**src/cpualu_pkg.sv**
```systemverilog
// package with request and response types, operation codes and flag positions for the cpu alu
`timescale 1ns / 1ps

package cpualu_pkg;

    localparam logic [4:0] MODE_ADD   = 5'd0;
    localparam logic [4:0] MODE_ADC   = 5'd1;
    localparam logic [4:0] MODE_SUB   = 5'd2;
    localparam logic [4:0] MODE_SBC   = 5'd3;
    localparam logic [4:0] MODE_CP    = 5'd4;
    localparam logic [4:0] MODE_AND   = 5'd5;
    localparam logic [4:0] MODE_OR    = 5'd6;
    localparam logic [4:0] MODE_XOR   = 5'd7;
    localparam logic [4:0] MODE_INC   = 5'd8;
    localparam logic [4:0] MODE_DEC   = 5'd9;
    localparam logic [4:0] MODE_RLCA  = 5'd10;
    localparam logic [4:0] MODE_RLA   = 5'd11;
    localparam logic [4:0] MODE_RRCA  = 5'd12;
    localparam logic [4:0] MODE_RRA   = 5'd13;
    localparam logic [4:0] MODE_RLC   = 5'd14;
    localparam logic [4:0] MODE_RL    = 5'd15;
    localparam logic [4:0] MODE_RRC   = 5'd16;
    localparam logic [4:0] MODE_RR    = 5'd17;
    localparam logic [4:0] MODE_SLA   = 5'd18;
    localparam logic [4:0] MODE_SRA   = 5'd19;
    localparam logic [4:0] MODE_SRL   = 5'd20;
    localparam logic [4:0] MODE_SWAP  = 5'd21;
    localparam logic [4:0] MODE_BIT   = 5'd22;
    localparam logic [4:0] MODE_SET   = 5'd23;
    localparam logic [4:0] MODE_RES   = 5'd24;
    localparam logic [4:0] MODE_DAA   = 5'd25;
    localparam logic [4:0] MODE_ADD16 = 5'd26;
    localparam logic [4:0] MODE_SPADD = 5'd27;
    localparam logic [4:0] MODE_INC16 = 5'd28;
    localparam logic [4:0] MODE_DEC16 = 5'd29;

    localparam int FLAG_Z = 3;
    localparam int FLAG_N = 2;
    localparam int FLAG_H = 1;
    localparam int FLAG_C = 0;

    localparam logic [7:0] DAA_LIMIT  = 8'h99;
    localparam logic [7:0] DAA_HI_ADJ = 8'h60;
    localparam logic [7:0] DAA_LO_ADJ = 8'h06;
    localparam logic [3:0] DAA_NIB_MAX = 4'h9;

    typedef struct packed {
        logic [4:0]  mode;
        logic [15:0] operand_a;
        logic [15:0] operand_b;
        logic [2:0]  bit_index;
        logic [3:0]  flags_in;
    } alu_req_t;

    typedef struct packed {
        logic [15:0] result;
        logic [3:0]  flags_out;
        logic        write_back;
    } alu_rsp_t;

endpackage

```
**src/cpu_alu_with_flags_and_daa.sv**
```systemverilog
// top level of the cpu alu: request register, flag and result logic, response register
// a request is taken into the request register, and its response is registered with done
// throughput: one request per cycle, set by the single registered pass through the alu logic
// busy stays low, the receiver cannot stall and each response is shown for one cycle
// reset (rst_n low, asynchronous) clears the valid and done flags, payload is not reset
`timescale 1ns / 1ps

module cpu_alu_with_flags_and_daa
    import cpualu_pkg::*;
(
    input  logic     clk,
    input  logic     rst_n,
    input  logic     start,
    output logic     busy,
    input  alu_req_t req,
    output logic     done,
    output alu_rsp_t rsp
);

    alu_req_t    req_reg;
    logic        vld_reg;
    alu_rsp_t    rsp_reg;
    alu_rsp_t    rsp_next;
    logic        done_reg;

    logic [7:0]  a8;
    logic [7:0]  b8;
    logic [15:0] a16;
    logic [15:0] b16;
    logic [3:0]  fin;
    logic        cin;

    logic [7:0]  b_add;
    logic        c_add;
    logic [8:0]  sum9;
    logic        h_add;
    logic [7:0]  b_sub;
    logic        bw;
    logic [8:0]  diff9;
    logic [4:0]  hdiff5;
    logic [7:0]  mask8;
    logic        daa_hi;
    logic [7:0]  daa_t1;
    logic        daa_lo;
    logic [7:0]  daa_up;
    logic [7:0]  daa_dn;
    logic [7:0]  daa_r;
    logic [16:0] sum17;
    logic [15:0] sp_sum;
    logic [4:0]  nib5;
    logic [8:0]  byte9;
    logic [7:0]  r8;

    assign busy = 1'b0;
    assign done = done_reg;
    assign rsp  = rsp_reg;

    assign a8  = req_reg.operand_a[7:0];
    assign b8  = req_reg.operand_b[7:0];
    assign a16 = req_reg.operand_a;
    assign b16 = req_reg.operand_b;
    assign fin = req_reg.flags_in;
    assign cin = fin[FLAG_C];

    // 8-bit add side
    assign b_add = (req_reg.mode == MODE_INC) ? 8'd1 : b8;
    assign c_add = (req_reg.mode == MODE_ADC) ? cin : 1'b0;
    assign sum9  = {1'b0, a8} + {1'b0, b_add} + {8'd0, c_add};
    assign h_add = sum9[4] ^ a8[4] ^ b_add[4];

    // 8-bit subtract side
    assign b_sub  = (req_reg.mode == MODE_DEC) ? 8'd1 : b8;
    assign bw     = (req_reg.mode == MODE_SBC) ? cin : 1'b0;
    assign diff9  = {1'b0, a8} - {1'b0, b_sub} - {8'd0, bw};
    assign hdiff5 = {1'b0, a8[3:0]} - {1'b0, b_sub[3:0]} - {4'd0, bw};

    assign mask8 = 8'd1 << req_reg.bit_index;

    // decimal adjust
    assign daa_hi = cin | (a8 > DAA_LIMIT);
    assign daa_t1 = a8 + (daa_hi ? DAA_HI_ADJ : 8'd0);
    assign daa_lo = fin[FLAG_H] | (daa_t1[3:0] > DAA_NIB_MAX);
    assign daa_up = daa_t1 + (daa_lo ? DAA_LO_ADJ : 8'd0);
    assign daa_dn = a8 - (cin ? DAA_HI_ADJ : 8'd0) - (fin[FLAG_H] ? DAA_LO_ADJ : 8'd0);
    assign daa_r  = fin[FLAG_N] ? daa_dn : daa_up;

    // 16-bit adds, with the nibble and byte carries for the sp add
    assign sum17  = {1'b0, a16} + {1'b0, b16};
    assign sp_sum = a16 + {{8{b8[7]}}, b8};
    assign nib5   = {1'b0, a8[3:0]} + {1'b0, b8[3:0]};
    assign byte9  = {1'b0, a8} + {1'b0, b8};

    always_comb
    begin
        r8                  = a8;
        rsp_next.result     = {8'd0, a8};
        rsp_next.flags_out  = fin;
        rsp_next.write_back = 1'b1;
        unique case (req_reg.mode)
            MODE_ADD, MODE_ADC, MODE_INC:
            begin
                r8 = sum9[7:0];
                rsp_next.flags_out[FLAG_Z] = (r8 == 8'd0);
                rsp_next.flags_out[FLAG_N] = 1'b0;
                rsp_next.flags_out[FLAG_H] = h_add;
                if (req_reg.mode != MODE_INC)
                begin
                    rsp_next.flags_out[FLAG_C] = sum9[8];
                end
            end
            MODE_SUB, MODE_SBC, MODE_CP, MODE_DEC:
            begin
                r8 = diff9[7:0];
                rsp_next.flags_out[FLAG_Z] = (r8 == 8'd0);
                rsp_next.flags_out[FLAG_N] = 1'b1;
                rsp_next.flags_out[FLAG_H] = hdiff5[4];
                if (req_reg.mode != MODE_DEC)
                begin
                    rsp_next.flags_out[FLAG_C] = diff9[8];
                end
                if (req_reg.mode == MODE_CP)
                begin
                    rsp_next.write_back = 1'b0;
                end
            end
            MODE_AND, MODE_OR, MODE_XOR:
            begin
                if (req_reg.mode == MODE_AND)
                begin
                    r8 = a8 & b8;
                end
                else if (req_reg.mode == MODE_OR)
                begin
                    r8 = a8 | b8;
                end
                else
                begin
                    r8 = a8 ^ b8;
                end
                rsp_next.flags_out = {(r8 == 8'd0), 1'b0, (req_reg.mode == MODE_AND), 1'b0};
            end
            MODE_RLCA, MODE_RLC:
            begin
                r8 = {a8[6:0], a8[7]};
                rsp_next.flags_out = {(req_reg.mode == MODE_RLC) && (r8 == 8'd0), 2'b00, a8[7]};
            end
            MODE_RLA, MODE_RL:
            begin
                r8 = {a8[6:0], cin};
                rsp_next.flags_out = {(req_reg.mode == MODE_RL) && (r8 == 8'd0), 2'b00, a8[7]};
            end
            MODE_RRCA, MODE_RRC:
            begin
                r8 = {a8[0], a8[7:1]};
                rsp_next.flags_out = {(req_reg.mode == MODE_RRC) && (r8 == 8'd0), 2'b00, a8[0]};
            end
            MODE_RRA, MODE_RR:
            begin
                r8 = {cin, a8[7:1]};
                rsp_next.flags_out = {(req_reg.mode == MODE_RR) && (r8 == 8'd0), 2'b00, a8[0]};
            end
            MODE_SLA:
            begin
                r8 = {a8[6:0], 1'b0};
                rsp_next.flags_out = {(r8 == 8'd0), 2'b00, a8[7]};
            end
            MODE_SRA:
            begin
                r8 = {a8[7], a8[7:1]};
                rsp_next.flags_out = {(r8 == 8'd0), 2'b00, a8[0]};
            end
            MODE_SRL:
            begin
                r8 = {1'b0, a8[7:1]};
                rsp_next.flags_out = {(r8 == 8'd0), 2'b00, a8[0]};
            end
            MODE_SWAP:
            begin
                r8 = {a8[3:0], a8[7:4]};
                rsp_next.flags_out = {(r8 == 8'd0), 3'b000};
            end
            MODE_BIT:
            begin
                rsp_next.flags_out[FLAG_Z] = ((a8 & mask8) == 8'd0);
                rsp_next.flags_out[FLAG_N] = 1'b0;
                rsp_next.flags_out[FLAG_H] = 1'b1;
                rsp_next.write_back = 1'b0;
            end
            MODE_SET:
            begin
                r8 = a8 | mask8;
            end
            MODE_RES:
            begin
                r8 = a8 & ~mask8;
            end
            MODE_DAA:
            begin
                r8 = daa_r;
                rsp_next.flags_out[FLAG_Z] = (r8 == 8'd0);
                rsp_next.flags_out[FLAG_H] = 1'b0;
                rsp_next.flags_out[FLAG_C] = fin[FLAG_N] ? cin : daa_hi;
            end
            default:
            begin
                r8 = a8;
            end
        endcase
        rsp_next.result = {8'd0, r8};
        unique case (req_reg.mode)
            MODE_ADD16:
            begin
                rsp_next.result = sum17[15:0];
                rsp_next.flags_out[FLAG_N] = 1'b0;
                rsp_next.flags_out[FLAG_H] = sum17[12] ^ a16[12] ^ b16[12];
                rsp_next.flags_out[FLAG_C] = sum17[16];
            end
            MODE_SPADD:
            begin
                rsp_next.result = sp_sum;
                rsp_next.flags_out = {2'b00, nib5[4], byte9[8]};
            end
            MODE_INC16:
            begin
                rsp_next.result = a16 + 16'd1;
            end
            MODE_DEC16:
            begin
                rsp_next.result = a16 - 16'd1;
            end
            default:
            begin
                if (req_reg.mode > MODE_DEC16)
                begin
                    rsp_next.result     = a16;
                    rsp_next.flags_out  = fin;
                    rsp_next.write_back = 1'b0;
                end
            end
        endcase
    end

    always_ff @(posedge clk or negedge rst_n)
    begin
        if (!rst_n)
        begin
            vld_reg  <= 1'b0;
            done_reg <= 1'b0;
        end
        else
        begin
            vld_reg  <= start && !busy;
            done_reg <= vld_reg;
        end
    end

    always_ff @(posedge clk)
    begin
        if (start && !busy)
        begin
            req_reg <= req;
        end
        if (vld_reg)
        begin
            rsp_reg <= rsp_next;
        end
    end

endmodule

```
**config.mk**
```make
export PLATFORM = sky130hd
export DESIGN_NAME = cpu_alu_with_flags_and_daa
export DESIGN_NICKNAME = d
export VERILOG_FILES = /design/src/cpualu_pkg.sv /design/src/cpu_alu_with_flags_and_daa.sv
export SDC_FILE = /design/constraint.sdc
export NUM_CORES = 1
export LEC_CHECK = 0
export BUFFER_PORTS_ARGS = -buffer_cell sky130_fd_sc_hd__buf_4
export CAP_MARGIN = 10
export CORE_MARGIN = 2
export CORE_UTILIZATION = 56
export DETAILED_ROUTE_END_ITERATION = 6
export GPL_ROUTABILITY_DRIVEN = 0
export GPL_TIMING_DRIVEN = 0
export PLACE_DENSITY = 0.79
export SETUP_SLACK_MARGIN = 0.5
export SYNTH_ARGS = -nofsm -noshare
export SYNTH_HDL_FRONTEND = slang
export SYNTH_SLANG_ARGS = --single-unit
```
**constraint.sdc**
```tcl
create_clock -name clk -period 3.9 [get_ports clk]
set_input_delay 0.78 -clock clk [delete_from_list [all_inputs] [get_ports clk]]
set_output_delay 0.78 -clock clk [all_outputs]
set_load 0.005 [all_outputs]
```
Word level (Yosys, flattened, before mapping). Index checks and enable logic that the tools add are counted.

Flip-flop bits (word level): 67. Logic and storage cells: 134. Output and inout port bits: 23. Input bits: 47.

Eq/ne operators: 31. Reductions and logical operators: 33. Shift-type cells: 1. Add/sub/neg operators: 16. Order comparisons: 3. Muxes and demuxes: 27. Bitwise logic cells: 13.

Operator list (number): case mux 8 bit (14 select lines) (1); logical NOT 8 bit (11); == test 5 bit (second input constant) (14); case mux 16 bit (4 select lines) (1); two-way mux 8 bit (6); == test 5 x 4 -> 1 bit (second input constant) (8); AND 8 bit (3); two-way mux 21 bit (1); == test 5 x 3 -> 1 bit (second input constant) (4); OR reduction 19 bit (1); adder 8 x 8 -> 9 bit (2); adder 16 x 16 -> 17 bit (1); adder 16 x 1 -> 16 bit (second input constant) (1); adder 16 bit (1); bitwise OR 8 bit (2); subtractor 16 x 1 -> 16 bit (second input constant) (1); logical NOT 7 bit (2); two-way mux 7 bit (2); case mux 1 bit (13 select lines) (1); OR reduction 13 bit (1); OR reduction 4 bit (3); == test 5 x 2 -> 1 bit (second input constant) (2); != test 5 x 4 -> 1 bit (second input constant) (2); OR reduction 2 bit (5); other kinds (30) (48).

Longest topological paths before layout.
Depth after elaboration: 13. Gate-level depth with buffers: 18. Depth with buffers taken out: 16.

Worst setup path before layout. No wires, ideal clock.

Kind: register -> register. From: register req_reg[40] (netlist bit). To: register rsp_reg, in the netlist rsp[19], data pin. Arrival: 3.931 ns. Path buffers: 4. Path slack: -0.300 ns. Period minus slack after synthesis: 4.200 ns. Required time: 3.631 ns. Cell stages (with the launch flop): 19. Path through: edfxtp_1 buf_2 inv_1 buf_2 nand2_1 or2_2 buf_2 nor2_1 clkbuf_1 a21oi_1 fa_1 a21o_1 a21o_1 a2111oi_1 o211ai_1 a21o_1 mux2i_1 a221oi_1 o21ai_0.

RTL lines: from (decl) (RTL line cpu_alu_with_flags_and_daa.sv:20) `alu_req_t req_reg;`; from (signal assigned) (RTL line cpu_alu_with_flags_and_daa.sv:261) `req_reg <= req;`; to (signal assigned) (RTL line cpu_alu_with_flags_and_daa.sv:265) `rsp_reg <= rsp_next;`; to (decl) (RTL line cpu_alu_with_flags_and_daa.sv:22) `alu_rsp_t rsp_reg;`.

==> impl_metrics.csv <==
group,metric,value,unit
placement,pre_cts_slack,-752,ps
floorplan,fp-row-count,41,
status,violations,"DRC",
power_and_ir_drop,power_density,367,nW/um^2
sta,finalCriticalPeriod,3850,ps
cells_and_area,stdcell_count,1173,
clocking,numCtsBuffers,9,
routing,drt_iter0_drc,1472,
cells_and_area,area_growth,29.6,%
worst_hold_path,hp-class,"in -> async",
setup_path,reg2reg_slack,50,ps
setup_path,rr_startpoint,"req_reg[40]$_DFFE_PP_",
floorplan,dieWidth,118,um
clocking,ctsLongestPathBuffers,2,
clocking,tritoncts,"done",
yosys,netlist_area,7240,um^2
power_and_ir_drop,switchingPower,0.00139,W
placement,place_hpwl,17500,um
yosys,synthesis.nets,993,
sta,worstMarginPinSlew,911,ps
grt,met2_usage,0.548,
sta,fin_crit_sh,0.986,
setup_path,path_buf_inv,11,
cells_and_area,utilization,0.744,
cells_and_area,final_common_cell,"buf_4",
routing,wl,26300,um
power_and_ir_drop,clkPwrFrac,0.213,
grt,grt_usage,0.366,
routing,ant_nets,0,
sta,fin_skew,7.52,ps
grt,overflow,0,
sta,setup_slack,54.6,ps
yosys,synth_cells,860,
setup_path,start_kind,"register",
setup_path,cp_slowest_stage_delay,440,ps
grt,use_met3,0.101,
yosys,synth_seq_cells,67,
clocking,htree_levels,3,
sta,fmax,260,MHz
yosys,yosysWarnings,0,
setup_path,worst_ep_required_time,3990,ps
clocking,cts-root-buf,"clkbuf_16",
cells_and_area,multi_input_area,5360,um^2
yosys,synth_area_per_cell,8.42,um^2
setup_path,crit_slowest_cell,"edfxtp_1",
sta,finalHoldViolCount,0,
yosys,synth_cell_type_count,68,
cells_and_area,fin_nets,1130,
setup_path,crit_type,"reg -> reg",
setup_path,timing.rr.end,"rsp[19]$_DFFE_PP_",
cells_and_area,antennaDiodeCount,0,
yosys,ys_async_sr_fraction,0.0299,
cells_and_area,largest_reg_flops,21,
power_and_ir_drop,p_int,0.00206,W
routing,drc,117,
clocking,insertion_delay,350,ps
floorplan,initial_core_util,0.574,
setup_path,cp_max_fo,6,
sta,drv_slew,0,
yosys,synth_edf_count,65,
routing,drt_pass1_iterations,7,
setup_path,cp_common_cell,"buf_6",
floorplan,core-area,12600,um^2
sta,setup_viol,0,
cells_and_area,regArea,2000,um^2
placement,port_buffers,68,
grt,antenna_found_initial,0,
setup_path,path_delay_family,"compound AO/OA/AOI/OAI gates",
status,outcome,"complete, but fails checks",
sta,rsz0062_at_grt,"yes",
grt,use_met1,0.475,
yosys,yosysSeqAreaShare,0.277,
power_and_ir_drop,p_sw_frac,0.403,
cells_and_area,layout_common_cells,"120 x buf_4, 70 x nand2_1, 70 x ha_1",
routing,routedWlPerCell,22.4,um
cells_and_area,layout-drive-gt1-share,0.263,
setup_path,critical_path_arrival,3930,ps
run,drv_cap,0,
power_and_ir_drop,power_frac_seq,0.275,
setup_path,cp_cell_sequence,"buf_6 -> inv_2 -> buf_6 -> nand2_4 -> or2_4 -> buf_8 -> nor2_4 -> buf_8 -> buf_6 -> buf_6 -> buf_6 -> buf_6 -> buf_6 -> a21oi_4 -> ha_4 -> buf_6 -> a2111oi_4 -> o211ai_1 -> a21o_1 -> mux2i_1 -> a221oi_2 -> o21ai_1",
cells_and_area,num-fill-cells,912,
grt,grt_pass1_wl,39800,um
clocking,clk_pin_slew,50,ps
floorplan,die_area,13900,um^2
floorplan,ios,70,
placement,dpl.cell_count,1101,
grt,grt_max_degree,46,
sta,worst_hold_slack,196,ps
sta,slew_headroom,0.388,
floorplan,dieHeight,118,um
yosys,synth_ff_type,"edfxtp_1",
grt,grt.busiest_layer,"met2",
routing,vias,8018,
sta,tns,0,ps
clocking,cts.sinks,67,
routing,routed_via_density,6.84,
power_and_ir_drop,ir_drop,0.000295,V
setup_path,rr_worst_depth,22,
setup_path,end_kind,"register",
power_and_ir_drop,leakage,3.82,nW
grt,grt_pass1_vias,7422,
clocking,cts-hold-fix-buffers,0,
power_and_ir_drop,combinationalPowerShare,0.513,
synth_stat cells, drive strengths merged, types with 5 or more instances:
cell type,instances,area share
a211oi,7,0.0073
a21o,17,0.018
a21oi,81,0.056
a221oi,10,0.012
a22oi,15,0.016
a311oi,5,0.0060
a31oi,17,0.015
a32oi,5,0.0060
buf,21,0.014
clkbuf,25,0.013
edfxtp,65,0.27
fa,8,0.022
ha,78,0.13
inv,52,0.027
mux2,5,0.0078
nand2,75,0.039
nand2b,8,0.0069
nand3,21,0.015
nand3b,7,0.0073
nand4,8,0.0069
nor2,64,0.035
nor2b,15,0.013
nor3,20,0.014
nor4,5,0.0043
o211ai,13,0.013
o21a,7,0.0073
o21ai,58,0.040
o221ai,7,0.0085
o22ai,13,0.011
or3,6,0.0052
or4,5,0.0052
xnor2,34,0.041
xor2,21,0.025
power by group through the flow:
stage / clock [W] / sequential, W / combinational, W
CTS: 0.000740 / 0.000942 / 0.00159
global placement: 0 / 0.000965 / 0.00133
global route: 0.000764 / 0.000953 / 0.00186
floorplan: 0 / 0.000945 / 0.000962
detailed placement: 0 / 0.000966 / 0.00135
finish: 0.000733 / 0.000947 / 0.00177
worst max path at each step:
stage	startpoint	cells after the start	endpoint
floorplan	a16[1]$_DFFE_PP_	16	rsp[12]$_DFFE_PP_
global placement	a16[0]$_DFFE_PP_	16	rsp[12]$_DFFE_PP_
detailed placement	a16[0]$_DFFE_PP_	16	rsp[12]$_DFFE_PP_
CTS	req_reg[40]$_DFFE_PP_	18	rsp[19]$_DFFE_PP_
global route	b16[3]$_DFFE_PP_	16	rsp[19]$_DFFE_PP_
finish	req_reg[40]$_DFFE_PP_	22	rsp[19]$_DFFE_PP_
routing by layer:
metal	share of wire	vias up	wire length, um
met3	0.13	198	3520
met4	0.067	0	1770
li1	-	3516	-
met2	0.43	712	11300
met5	0	-	0
met1	0.37	3592	9710
area by class of cell:
type,instances,area share
buffer,46,0.0391
clock buffer,10,0.0244
clock inverter,5,0.00333
inverter,52,0.0220
multi-input combinational,695,0.571
sequential,67,0.213
tap,172,0.0229
timing repair buffer,126,0.104
per-stage QoR:
step / area, um^2 / total power, W
floorplan: 7360 / 0.00191
global placement: 8090 / 0.00229
detailed placement: 8100 / 0.00231
CTS: 9230 / 0.00327
global route: 9390 / 0.00358
finish: 9390 / 0.00345
worst register-to-register path, cell delays in order, from the launching register on:
cell and delay, ps:
edfxtp_1 440, buf_6 160, inv_2 50, buf_6 100
nand2_4 40, or2_4 230, buf_8 140, nor2_4 130
buf_8 140, buf_6 100, buf_6 80, buf_6 80
buf_6 80, buf_6 120, a21oi_4 40, ha_4 190
buf_6 120, a2111oi_4 430, o211ai_1 190, a21o_1 250
mux2i_1 140, a221oi_2 220, o21ai_1 110
cells by family (layout without fill, tap and decap cells):
| logic type | after synthesis | count (layout) | share of synthesized area |
|---|---|---|---|
| other | 1 | 1 | 0.000518 |
| buffers and inverters | 98 | 239 | 0.0541 |
| AO/OA/AOI/OAI | 297 | 297 | 0.268 |
| multiplexers | 8 | 8 | 0.0119 |
| adder cells (fa/ha/maj) | 86 | 86 | 0.157 |
| flip-flops | 67 | 67 | 0.277 |
| AND/OR/NAND/NOR | 248 | 248 | 0.166 |
| XOR/XNOR | 55 | 55 | 0.0665 |
timing repair:
item / CTS / global route
endpoints found under the setup margin: 19 / 18
gates resized for setup: 125 / 25
buffers inserted: 51 / 6
pin swaps: 50 / 18
(Power assumes the default switching activity.)
